`src/hw/rtl/assert_macros.svh`:
```
// Assertion macros for the RTL of the project, included by the top level.
`ifndef ASSERT_MACROS_SVH
`define ASSERT_MACROS_SVH
`ifndef SYNTH
// Same-cycle implication, disabled while reset is high.
`define ASSERT_IMPLIES(label, clk, rst, ante, cons) \
   label: assert property (@(posedge clk) disable iff (rst) (ante) |-> (cons)) \
      else $error("assertion failed: same-cycle implication");
// Next-cycle implication, disabled while reset is high.
`define ASSERT_NEXT(label, clk, rst, ante, cons) \
   label: assert property (@(posedge clk) disable iff (rst) (ante) |=> (cons)) \
      else $error("assertion failed: next-cycle implication");
`else
`define ASSERT_IMPLIES(label, clk, rst, ante, cons)
`define ASSERT_NEXT(label, clk, rst, ante, cons)
`endif
`endif

```
`src/hw/rtl/ecdf_pkg.sv`:
```
// Package with the types, constants and codes of the empirical CDF block.
package ecdf_pkg;

   // Table geometry.
   localparam int MAX_DISTINCT = 256;
   localparam int IDX_W        = $clog2(MAX_DISTINCT);
   localparam int CNT_W        = $clog2(MAX_DISTINCT + 1);

   // Field widths.
   localparam int OP_W     = 2;
   localparam int STATUS_W = 2;
   localparam int VALUE_W  = 32;
   localparam int COUNT_W  = 16;
   localparam int FRAC_W   = 17;

   // Total sample count at which further loads are refused.
   localparam logic [COUNT_W-1:0] TOTAL_LIMIT = 16'hFFFF;

   // Divider iteration count: one quotient bit per cycle.
   localparam int DIV_STEPS = 2 * COUNT_W;
   localparam int DIV_CNT_W = $clog2(DIV_STEPS);

   typedef enum logic [OP_W-1:0] {
      OP_LOAD  = 2'd0,
      OP_READ  = 2'd1,
      OP_CLEAR = 2'd2
   } ecdf_op_type;

   typedef enum logic [STATUS_W-1:0] {
      STATUS_OK   = 2'd0,
      STATUS_FULL = 2'd1,
      STATUS_DONE = 2'd2
   } ecdf_status_type;

   // Which of the three points of a table entry comes next.
   typedef enum logic [1:0] {
      PH_PREV   = 2'd0,
      PH_BEFORE = 2'd1,
      PH_AFTER  = 2'd2
   } ecdf_phase_type;

   typedef enum logic [3:0] {
      S_IDLE,
      S_DISPATCH,
      S_SRCH_RD,
      S_SRCH_CMP,
      S_INS_CHK,
      S_SHIFT_RD,
      S_SHIFT_WR,
      S_RD_ADDR,
      S_RD_DATA,
      S_DIV_GO,
      S_DIV_WAIT,
      S_FINISH
   } ecdf_state_type;

   // One table entry: distinct value and its count.
   typedef struct packed {
      logic [VALUE_W-1:0] value;
      logic [COUNT_W-1:0] count;
   } ecdf_entry_type;

   typedef struct packed {
      logic               start;
      logic [COUNT_W-1:0] numer;
      logic [COUNT_W-1:0] denom;
   } ecdf_div_req_type;

   typedef struct packed {
      logic              done;
      logic [FRAC_W-1:0] quot;
   } ecdf_div_rsp_type;

   // Controller status and finished result toward the top level.
   typedef struct packed {
      logic               idle;
      logic               fin;
      ecdf_status_type    status;
      logic [VALUE_W-1:0] point_x;
      logic [FRAC_W-1:0]  point_y;
      logic               last_point;
   } ecdf_result_type;

endpackage

```
`src/hw/rtl/ecdf_div.sv`:
```
// Restoring divider producing floor((numer << 16) / denom), one bit per cycle.
module ecdf_div (
   input  logic                       clock,
   input  logic                       reset,
   input  ecdf_pkg::ecdf_div_req_type div_req,
   output ecdf_pkg::ecdf_div_rsp_type div_rsp
);

   logic                               busy_ff, busy_in;
   logic                               done_ff, done_in;
   logic [ecdf_pkg::DIV_CNT_W-1:0]     cnt_ff, cnt_in;
   logic [ecdf_pkg::DIV_STEPS-1:0]     work_ff, work_in;
   logic [ecdf_pkg::COUNT_W-1:0]       rem_ff, rem_in;
   logic [ecdf_pkg::COUNT_W-1:0]       denom_ff, denom_in;
   logic [ecdf_pkg::COUNT_W:0]         trial;
   logic [ecdf_pkg::COUNT_W:0]         diff;
   logic                               take;

   // One trial subtraction per iteration.
   always_comb begin
      trial = {rem_ff, work_ff[ecdf_pkg::DIV_STEPS-1]};
      diff  = trial - {1'b0, denom_ff};
      take  = (trial >= {1'b0, denom_ff});
   end

   // Sequencing of the iterations.
   always_comb begin
      busy_in  = busy_ff;
      done_in  = 1'b0;
      cnt_in   = cnt_ff;
      work_in  = work_ff;
      rem_in   = rem_ff;
      denom_in = denom_ff;
      if (div_req.start) begin
         busy_in  = 1'b1;
         cnt_in   = '0;
         work_in  = {div_req.numer, {ecdf_pkg::COUNT_W{1'b0}}};
         rem_in   = '0;
         denom_in = div_req.denom;
      end else if (busy_ff) begin
         work_in = {work_ff[ecdf_pkg::DIV_STEPS-2:0], take};
         rem_in  = take ? diff[ecdf_pkg::COUNT_W-1:0] : trial[ecdf_pkg::COUNT_W-1:0];
         cnt_in  = cnt_ff + 1'b1;
         if (cnt_ff == ecdf_pkg::DIV_CNT_W'(ecdf_pkg::DIV_STEPS - 1)) begin
            busy_in = 1'b0;
            done_in = 1'b1;
         end
      end
   end

   always_ff @(posedge clock) begin
      if (reset) begin
         busy_ff <= 1'b0;
         done_ff <= 1'b0;
      end else begin
         busy_ff <= busy_in;
         done_ff <= done_in;
      end
      cnt_ff   <= cnt_in;
      work_ff  <= work_in;
      rem_ff   <= rem_in;
      denom_ff <= denom_in;
   end

   // A zero total yields a zero fraction.
   assign div_rsp.done = done_ff;
   assign div_rsp.quot = (denom_ff == '0) ? '0 : work_ff[ecdf_pkg::FRAC_W-1:0];

endmodule

```
`config.mk`:
```
export PLATFORM = sky130hd
export DESIGN_NAME = ecdf_div
export DESIGN_NICKNAME = d
export VERILOG_FILES = /design/src/hw/rtl/assert_macros.svh /design/src/hw/rtl/ecdf_pkg.sv /design/src/hw/rtl/ecdf_div.sv
export SDC_FILE = /design/constraint.sdc
export NUM_CORES = 1
export LEC_CHECK = 0
export BUFFER_PORTS_ARGS = -buffer_cell sky130_fd_sc_hd__buf_2
export CAP_MARGIN = 20
export CELL_PAD_IN_SITES_DETAIL_PLACEMENT = 1
export CELL_PAD_IN_SITES_GLOBAL_PLACEMENT = 1
export CORE_MARGIN = 5
export CORE_UTILIZATION = 40
export DETAILED_ROUTE_END_ITERATION = 8
export PLACE_DENSITY = 0.73
export SYNTH_ARGS = -nofsm -noshare
export SYNTH_HDL_FRONTEND = slang
export SYNTH_SLANG_ARGS = --single-unit
```
`constraint.sdc`:
```
create_clock -name clock -period 2.09 [get_ports clock]
set_input_delay 0.209 -clock clock [delete_from_list [all_inputs] [get_ports clock]]
set_output_delay 0.209 -clock clock [all_outputs]
set_load 0.02 [all_outputs]
```
* Word level (Yosys, flattened, before mapping)
Index checks and enable logic that the tools add are counted.
** Word-level totals
- Bits in registers :: 71
- Bits in latches :: 0
- Memory bits (writable) :: 0
- Bits in read-only memories :: 0
- Bits of input ports :: 35
- Output and inout port bits :: 18
- Word-level logic and storage cells :: 23
- Memories :: 0
** Operators by class
- $add $sub $neg :: 2
- $mul :: 0
- Div/mod/pow operators :: 0
- Order comparisons :: 1
- Equality and inequality tests :: 1
- Shift operators :: 0
- Multiplexer cells :: 8
- Bitwise operators :: 1
- Reductions and logical operators :: 3
** Operator list (number)
- $mux W32 :: 2
- $ge A17 B16 Y1 :: 1
- $mux W17 :: 1
- $logic_not A16 Y1 :: 1
- $mux W16 :: 1
- $sub A16 B16 Y16 :: 1
- $add A5 B1 Y5 const B :: 1
- $eq A5 B5 Y1 const B :: 1
- $mux W1 :: 4
- $reduce_or A3 Y1 :: 1
- $reduce_bool A2 Y1 :: 1
- $not A1 Y1 :: 1

* Longest topological paths before layout
Gate-level depths: netlist (run 1).
- Depth after elaboration :: 4
- Gate-level depth with buffers :: 11
- Mapped depth without buffers :: 9

* Worst setup path after synthesis (run 1)
No wires, ideal clock.
- Path kind :: register to register
- Start :: reg denom_ff[5] (netlist bit)
- End :: reg rem_ff[4] (netlist bit)
- Setup time :: 0.091 ns
- Arrival time :: 2.187 ns
- Required time :: 1.999 ns
- Path slack :: -0.188 ns
- Cell stages (with the launch flop) :: 11
- Buffers on the path :: 2
- Clock period less this slack :: 2.278 ns
- Path through :: edfxtp_1 > inv_1 > ha_1 > clkbuf_1 > nand2_1 > nor4_4 > a21oi_1 > a31o_1 > buf_6 > or3_1 > a311oi_1
** On the way
- Longest elaborated chain between the ends :: 2
** RTL lines
- from (decl) :: line ecdf_div.sv:14 : logic [ecdf_pkg::COUNT_W-1:0] denom_ff, denom_in;
- from (signal assigned) :: line ecdf_div.sv:62 : denom_ff <= denom_in;
- $ge A17 B16 Y1 :: line ecdf_div.sv:23 : take = (trial >= {1'b0, denom_ff});
- $mux W16 :: line ecdf_div.sv:42 : rem_in = take ? diff[ecdf_pkg::COUNT_W-1:0] : trial[ecdf_pkg::COUNT_W-1:0];
- to (signal assigned) :: line ecdf_div.sv:61 : rem_ff <= rem_in;
- to (decl) :: line ecdf_div.sv:13 : logic [ecdf_pkg::COUNT_W-1:0] rem_ff, rem_in;
No other way between the ends.
A chain may end at the register's enable or synchronous reset.

* Worst setup path after layout (run 1)
- Start :: reg denom_ff[3] (netlist bit)
- End :: reg rem_ff[4] (netlist bit)
** On the way
- Longest elaborated chain between the ends :: 2
- Elaborated cells on any way between the ends :: 3
- Those cells by class :: add/sub: 1; order compare: 1; mux: 1
** RTL lines (line)
- $sub A16 B16 Y16 / $ge A17 B16 Y1 (equally long branches) :: ecdf_div.sv:22, ecdf_div.sv:23
- $mux W16 (*) :: ecdf_div.sv:42
Every way passes the cells marked *; elsewhere a longest branch is shown, timed or not.

==> results.ini, run 1 <==
[global_route]
grt_pass1_vias=3834
antenna_found_initial=0
grt_max_degree=51
grtUsageTotal_pct=22.3
grt_overflow=0
grt_first_pass_wirelength_um=19700

[clocking]
cts_tree=done
clkTransAtPathRegs_ns=0.09
cts_hold_buf=0
numClockSinks=71
htreeDepth=3
cts_buffers=9
clockBufferDepth=2
cts_root_buffer=clkbuf_8
clock_latency_ns=0.36

[logic_synthesis]
ys_seq_elements=71
syn-num-nets=436
syn_inst=382
yosysUniqueCellTypes=49
synth_area_um2=3710
synth_top_family_by_area=simple AND/OR/NAND/NOR gates
synthSimpleGateAreaFrac_pct=18.3
synth-main-ff-cell=dfxtp_1
synth-xor-area-share_pct=2.60
async_reset_ff_share_pct=0
seq_area_frac_synth_pct=46.9
synth_compound_area_share_pct=15.8
synthMuxAreaShare_pct=5.12
synth_edf_count=32
synth_area_per_cell_um2=9.71
yosys_warnings=0
synthAdderAreaFrac_pct=6.61

[worst_setup_path]
crit_required_ns=2.35
crit_slowest_cell=edfxtp_1
endpoint_kind=flip-flop
crit_path_cell_trace=inv_2 > ha_4 > nand2_1 > a211oi_2 > buf_4 > o21ai_2 > a31o_4 > buf_6 > or3_4 > a311oi_2
critPathArrivalTime_ns=2.61
max_stage_delay_ns=0.40
critPathMaxFanout=5
critPathTopFamily=compound AO/OA/AOI/OAI gates
crit_type=flip-flop to flip-flop
critPathBufInv=3
critPathLaunchType=flip-flop

[timing]
timing.final.ws_setup_ns=-0.261
hold_slack_ns=0.0177
min_period_ns=2.35
maxSlewViolCount=0
rsz0062_at_grt=true
slew_headroom_pct=56.1
post-route-period-util_pct=112
clock_skew_ns=0.0105
tightest_slew_ns=0.656
max_freq_mhz=425
hold_viol_final=0
setup_viol=33

[placed_design]
io_buffers=52
dpl.hpwl_um=8120
gp_congestion=0.893

[cells_and_area]
drive_gt1_share_pct=47.5
syn_to_final_growth_pct=50.2
diodes=0
final_nets=580
final_cell_mix=buf_4 (90), nor2_1 (40), dfxtp_1 (38)
final_common_cell=buf_4
fillers=978

[pwr]
irDropWorstVdd_mv=0.419
power_leakage_nw=2.42
total_power_mw=3.51
power.density_nw_per_um2=629

[run_status]
run_status=finished, violations left
violations=setup timing

[die]
dieArea_um2=11300
start_util_pct=40.5
die_h_um=106
core_um2=9150
chipWidth_um=106
io_pins=53
rows=35

[drt]
dr.pass1.iters=4
viasPerCell=5.71
drc=0
vias=3663
first_iter_violations=259
wl_per_cell_um=22.5
ant_nets=0
drt_wl_total_um=14400

[worst_hold_path]
hold_path.class=primary input to flip-flop

[run]
cap_viol_max_count=0

-- what timing repair did --
item / 4_1_cts / 5_1_grt
pin swaps: 19 / 28
gates resized for setup: 96 / 46
buffers inserted: 6 / 11
setup endpoints to repair: 34 / 34
gates cloned: 3 / 0
-- through the flow --
| stage | util, % | setup TNS, ns | area (um^2) | setup WS (ns) | cells |
|---|---|---|---|---|---|
| floorplan | - | -0.257 | 3770 | -0.0864 | 382 |
| global placement | 51.2 | -2.91 | 4680 | -0.246 | 608 |
| detailed placement | 51.2 | -4.21 | 4680 | -0.325 | 608 |
| CTS | 57.8 | -4.19 | 5290 | -0.182 | 633 |
| global route | 60.9 | -9.07 | 5580 | -0.377 | 642 |
| finish | 60.9 | -5.56 | 5580 | -0.261 | 642 |
-- area by class of cell --
| type | instances | area (um^2) | area share, % |
|---|---|---|---|
| Multi-Input combinational cell | 270 | 2270 | 40.7 |
| Sequential cell | 71 | 1740 | 31.3 |
| Timing Repair Buffer | 154 | 1180 | 21.1 |
| Tap cell | 111 | 139 | 2.49 |
| Clock buffer | 9 | 124 | 2.22 |
| Inverter | 20 | 75.1 | 1.35 |
| Clock inverter | 7 | 46.3 | 0.830 |
-- registers in the layout (all words and copies together), names as in the netlist --
name and flops:
work_ff 32, rem_ff 16, cnt_ff 5, busy_ff 1, denom_ff 16, done_ff 1
-- layer usage --
| layer | GRT usage, % | share of wire [%] | vias up |
|---|---|---|---|
| met5 | 0 | 0 | - |
| met4 | 7.77 | 3.8 | 0 |
| met3 | 4.01 | 4.5 | 49 |
| met2 | 41.0 | 52 | 122 |
| met1 | 25.8 | 40 | 1820 |
| li1 | - | - | 1672 |
-- cell families after synthesis --
logic type                 after synthesis
and+or+nand+nor                        139
AOI/OAI and AO/OA                       82
DFF                                     71
buffers and inverters                   41
muxes                                   19
adders and majority gates               19
xor gates and xnor gates                11
-- power by group --
part | total, mW | switching [mW] | internal (mW)
Clock | 1.02 | 0.587 | 0.431
Sequential | 1.59 | 0.0578 | 1.54
Combinational | 0.896 | 0.471 | 0.424
-- synth_stat cells (all sizes together), types with 3 or more instances --
| cell type | count | area (um^2) |
|---|---|---|
| inv | 20 | 75.1 |
| a211oi | 5 | 37.5 |
| mux2i | 19 | 190 |
| dfxtp | 39 | 781 |
| nand2b | 8 | 50.1 |
| nor4 | 5 | 46.3 |
| a21o | 4 | 30.0 |
| and3 | 4 | 25.0 |
| o21ai | 15 | 78.8 |
| nor3 | 5 | 25.0 |
| a32oi | 3 | 26.3 |
| a31o | 3 | 26.3 |
| buf | 7 | 43.8 |
| clkbuf | 14 | 53.8 |
| nand4 | 4 | 25.0 |
| nand3 | 9 | 45.0 |
| xnor2 | 6 | 52.6 |
| nand2 | 38 | 145 |
| edfxtp | 32 | 961 |
| and2 | 18 | 113 |
| ha | 18 | 225 |
| a21oi | 16 | 83.8 |
| nor2 | 41 | 154 |
| a22o | 14 | 123 |
| xor2 | 5 | 43.8 |
| a311oi | 8 | 70.1 |
| a31oi | 5 | 31.3 |
| o311ai | 3 | 26.3 |
-- path summary, 6_finish.rpt --
kind | startpoint | endpoint | slack [ns] | cells after the start
setup reg to reg | denom_ff[3] | rem_ff[4] | -0.26 | 10
hold reg to reg | cnt_ff[4] | cnt_ff[4] | 0.52 | 2
setup / recovery | denom_ff[3] | rem_ff[4] | -0.26 | 10
hold / removal | reset | busy_ff | 0.02 | 2
No activity file was read; power rests on OpenSTA's default activity.
==> run 2: changes to the inputs <==
--- a/config.mk
+++ b/config.mk
@@ -12,6 +12,7 @@
 export CORE_MARGIN = 5
 export CORE_UTILIZATION = 40
 export DETAILED_ROUTE_END_ITERATION = 8
+export HOLD_SLACK_MARGIN = 0.05
 export PLACE_DENSITY = 0.73
 export SYNTH_ARGS = -nofsm -noshare
 export SYNTH_HDL_FRONTEND = slang
==> run 2 against run 1 <==
Net effect: the run still ends with setup timing left; design area grew 1.9%; register-to-register slack lost 0.12 ns; clock power is essentially flat; routed wire length grew 6.5%; critical path depth is the same; maximum frequency shrank 4.7%; core utilization grew 1.1 points; critical path type unchanged.
==> results.ini, run 2 (synthesized netlist as in run 1, its figures left out) <==
[run_status]
run_status=finished, violations left
violations=setup timing

[clocking]
clkTransAtPathRegs_ns=0.09  ; about the same
cts_tree=done
clock_latency_ns=0.35  ; about the same
cts_root_buffer=clkbuf_8
cts_buffers=9  ; unchanged
htreeDepth=3  ; unchanged
numClockSinks=71  ; unchanged
clockBufferDepth=2  ; unchanged

[pwr]
clockPowerShare_pct=29.3  ; +0.3 points
power.density_nw_per_um2=621  ; -1.3%
power_switching_mw=1.13  ; +1.5%
irDropWorstVdd_mv=0.420  ; +0.31%
power_leakage_nw=2.48  ; +2.5%
comb_power_share_pct=25.5  ; about the same
p_seq_share_pct=45.2  ; -0.2 points
p_sw_share_pct=32.1  ; +0.29 points
power.internal_mw=2.40  ; +0.16%

[timing]
post-route-period-util_pct=118  ; +5.5 points
slew_headroom_pct=50.6  ; -5.4 points
maxSlewViolCount=0  ; unchanged
timing.final.ws_setup_ns=-0.376  ; -0.115 ns
hold_viol_final=0  ; unchanged
tns_ns=-6.62  ; -1.06 ns
min_period_ns=2.47  ; +0.115 ns
tightest_slew_ns=0.738  ; +0.0814 ns
hold_slack_ns=0.146  ; +0.129 ns
clock_skew_ns=0.00878  ; -0.00169 ns
max_freq_mhz=405  ; -4.7%
rsz0062_at_grt=true
setup_viol=33  ; unchanged

[drt]
ant_nets=0  ; unchanged
wl_per_cell_um=23.4  ; +4.4%
first_iter_violations=257  ; -0.77%
drc=0  ; unchanged
drt_wl_total_um=15300  ; +6.5%
dr.pass1.iters=5  ; +1
viasPerCell=5.81  ; +1.8%
vias=3803  ; +3.8%

[cells_and_area]
top_regs=work_ff x32, denom_ff x16, rem_ff x16
final_cell_mix=buf_4 (86), nor2_1 (40), dfxtp_1 (38)
syn_to_final_growth_pct=53.1
final_common_cell=buf_4
fin_area_um2=5680  ; +1.9%
drive_gt1_share_pct=44.3  ; -3.2 points
final_nets=593  ; +2.2%
regMostFlops=work_ff
largest_reg_flops=32  ; unchanged
diodes=0  ; unchanged

[worst_setup_path]
endpoint_kind=flip-flop
critPathLaunchType=flip-flop
crit_required_ns=2.34  ; about the same
critPathMaxFanout=5  ; unchanged
critPathArrivalTime_ns=2.72  ; +0.11 ns
crit_type=flip-flop to flip-flop

[worst_hold_path]
hold_path.class=primary input to flip-flop

[die]
die_h_um=106  ; unchanged
dieArea_um2=11300  ; unchanged
io_pins=53  ; unchanged
start_util_pct=40.5  ; unchanged
core_um2=9150  ; unchanged
chipWidth_um=106  ; unchanged
rows=35  ; unchanged

[global_route]
antenna_found_initial=0  ; unchanged
grtUsageTotal_pct=23.3  ; +1.0 points
grt_max_degree=51  ; unchanged
grt_overflow=0  ; unchanged
grt_first_pass_wirelength_um=20800  ; +5.2%
grt_pass1_vias=3992  ; +4.1%

[placed_design]
io_buffers=52  ; unchanged
dp_slack_ns=-0.325  ; unchanged
dpl.hpwl_um=8120  ; unchanged
post_dp_cell_area_um2=4680  ; unchanged
gp_congestion=0.893  ; unchanged

[run]
cap_viol_max_count=0  ; unchanged

run 2: cell types whose count changed in the layout (fill, tap and decap cells not counted), sizes merged:
cell,change
buf,-4
dlygate4sd3,+17
run 2: what timing repair did:
| action | in CTS | in global routing |
|---|---|---|
| setup buffers | 6 | 6 |
| endpoints found under the setup margin | 34 | 34 |
| cloned | 3 | 0 |
| gates resized for setup | 96 | 38 |
| pin swaps | 19 | 19 |
| hold buffers | 16 | 1 |
| hold endpoints to repair | 17 | 1 |
run 2: layout make-up:
cell class	count	area, um^2
repair buffers	167	1320
clock inverters	7	46.3
inverters	20	75.1
well taps	111	139
fillers	984	3470
multi-input cells	270	2240
clock buffers	9	124
flip-flops and latches	71	1740
run 2: power groups by stage:
| stage | clock, mW | sequential, mW | combinational (mW) |
|---|---|---|---|
| final | 1.03 | 1.59 | 0.899 |
| after global routing | 1.11 | 1.60 | 0.947 |
| after CTS | 1.02 | 1.59 | 0.765 |
| after detailed placement | 0 | 1.61 | 0.647 |
| after global placement | 0 | 1.61 | 0.618 |
| after floorplan | 0 | 1.59 | 0.376 |
run 2: worst max-delay path: stages, from the launching register on:
cell      delay (ns)
edfxtp_1        0.36
inv_1           0.08
ha_1            0.32
nand2b_1        0.12
a211oi_2        0.23
buf_4           0.16
o21ai_2         0.08
a31o_4          0.28
buf_6           0.13
or3_4           0.33
a311oi_2        0.28
run 2: final timing paths:
kind               start          end  slack (ns)  cells past startpoint
max reg2reg  denom_ff[1]    rem_ff[4]       -0.38                     10
max          denom_ff[1]    rem_ff[4]       -0.38                     10
min          div_req[24]  work_ff[24]        0.15                      2
min reg2reg   rem_ff[15]   rem_ff[15]        0.49                      2
run 2: metrics by stage:
stage / power, mW / instances / utilization [%]
floorplan: 1.97 / 382 / -
global placement: 2.23 / 608 / 51.2
detailed placement: 2.26 / 608 / 51.2
CTS: 3.37 / 649 / 59.5
global route: 3.66 / 655 / 62.1
finish: 3.53 / 655 / 62.1
run 2: per-layer routing:
metal  share of wire (%)  vias up  track usage (%)
met4                 3.8        0             7.77
met3                 4.2       46             3.95
met1                  40     1909             27.7
met5                   0        -                0
met2                  52      153             42.4
li1                    -     1695                -
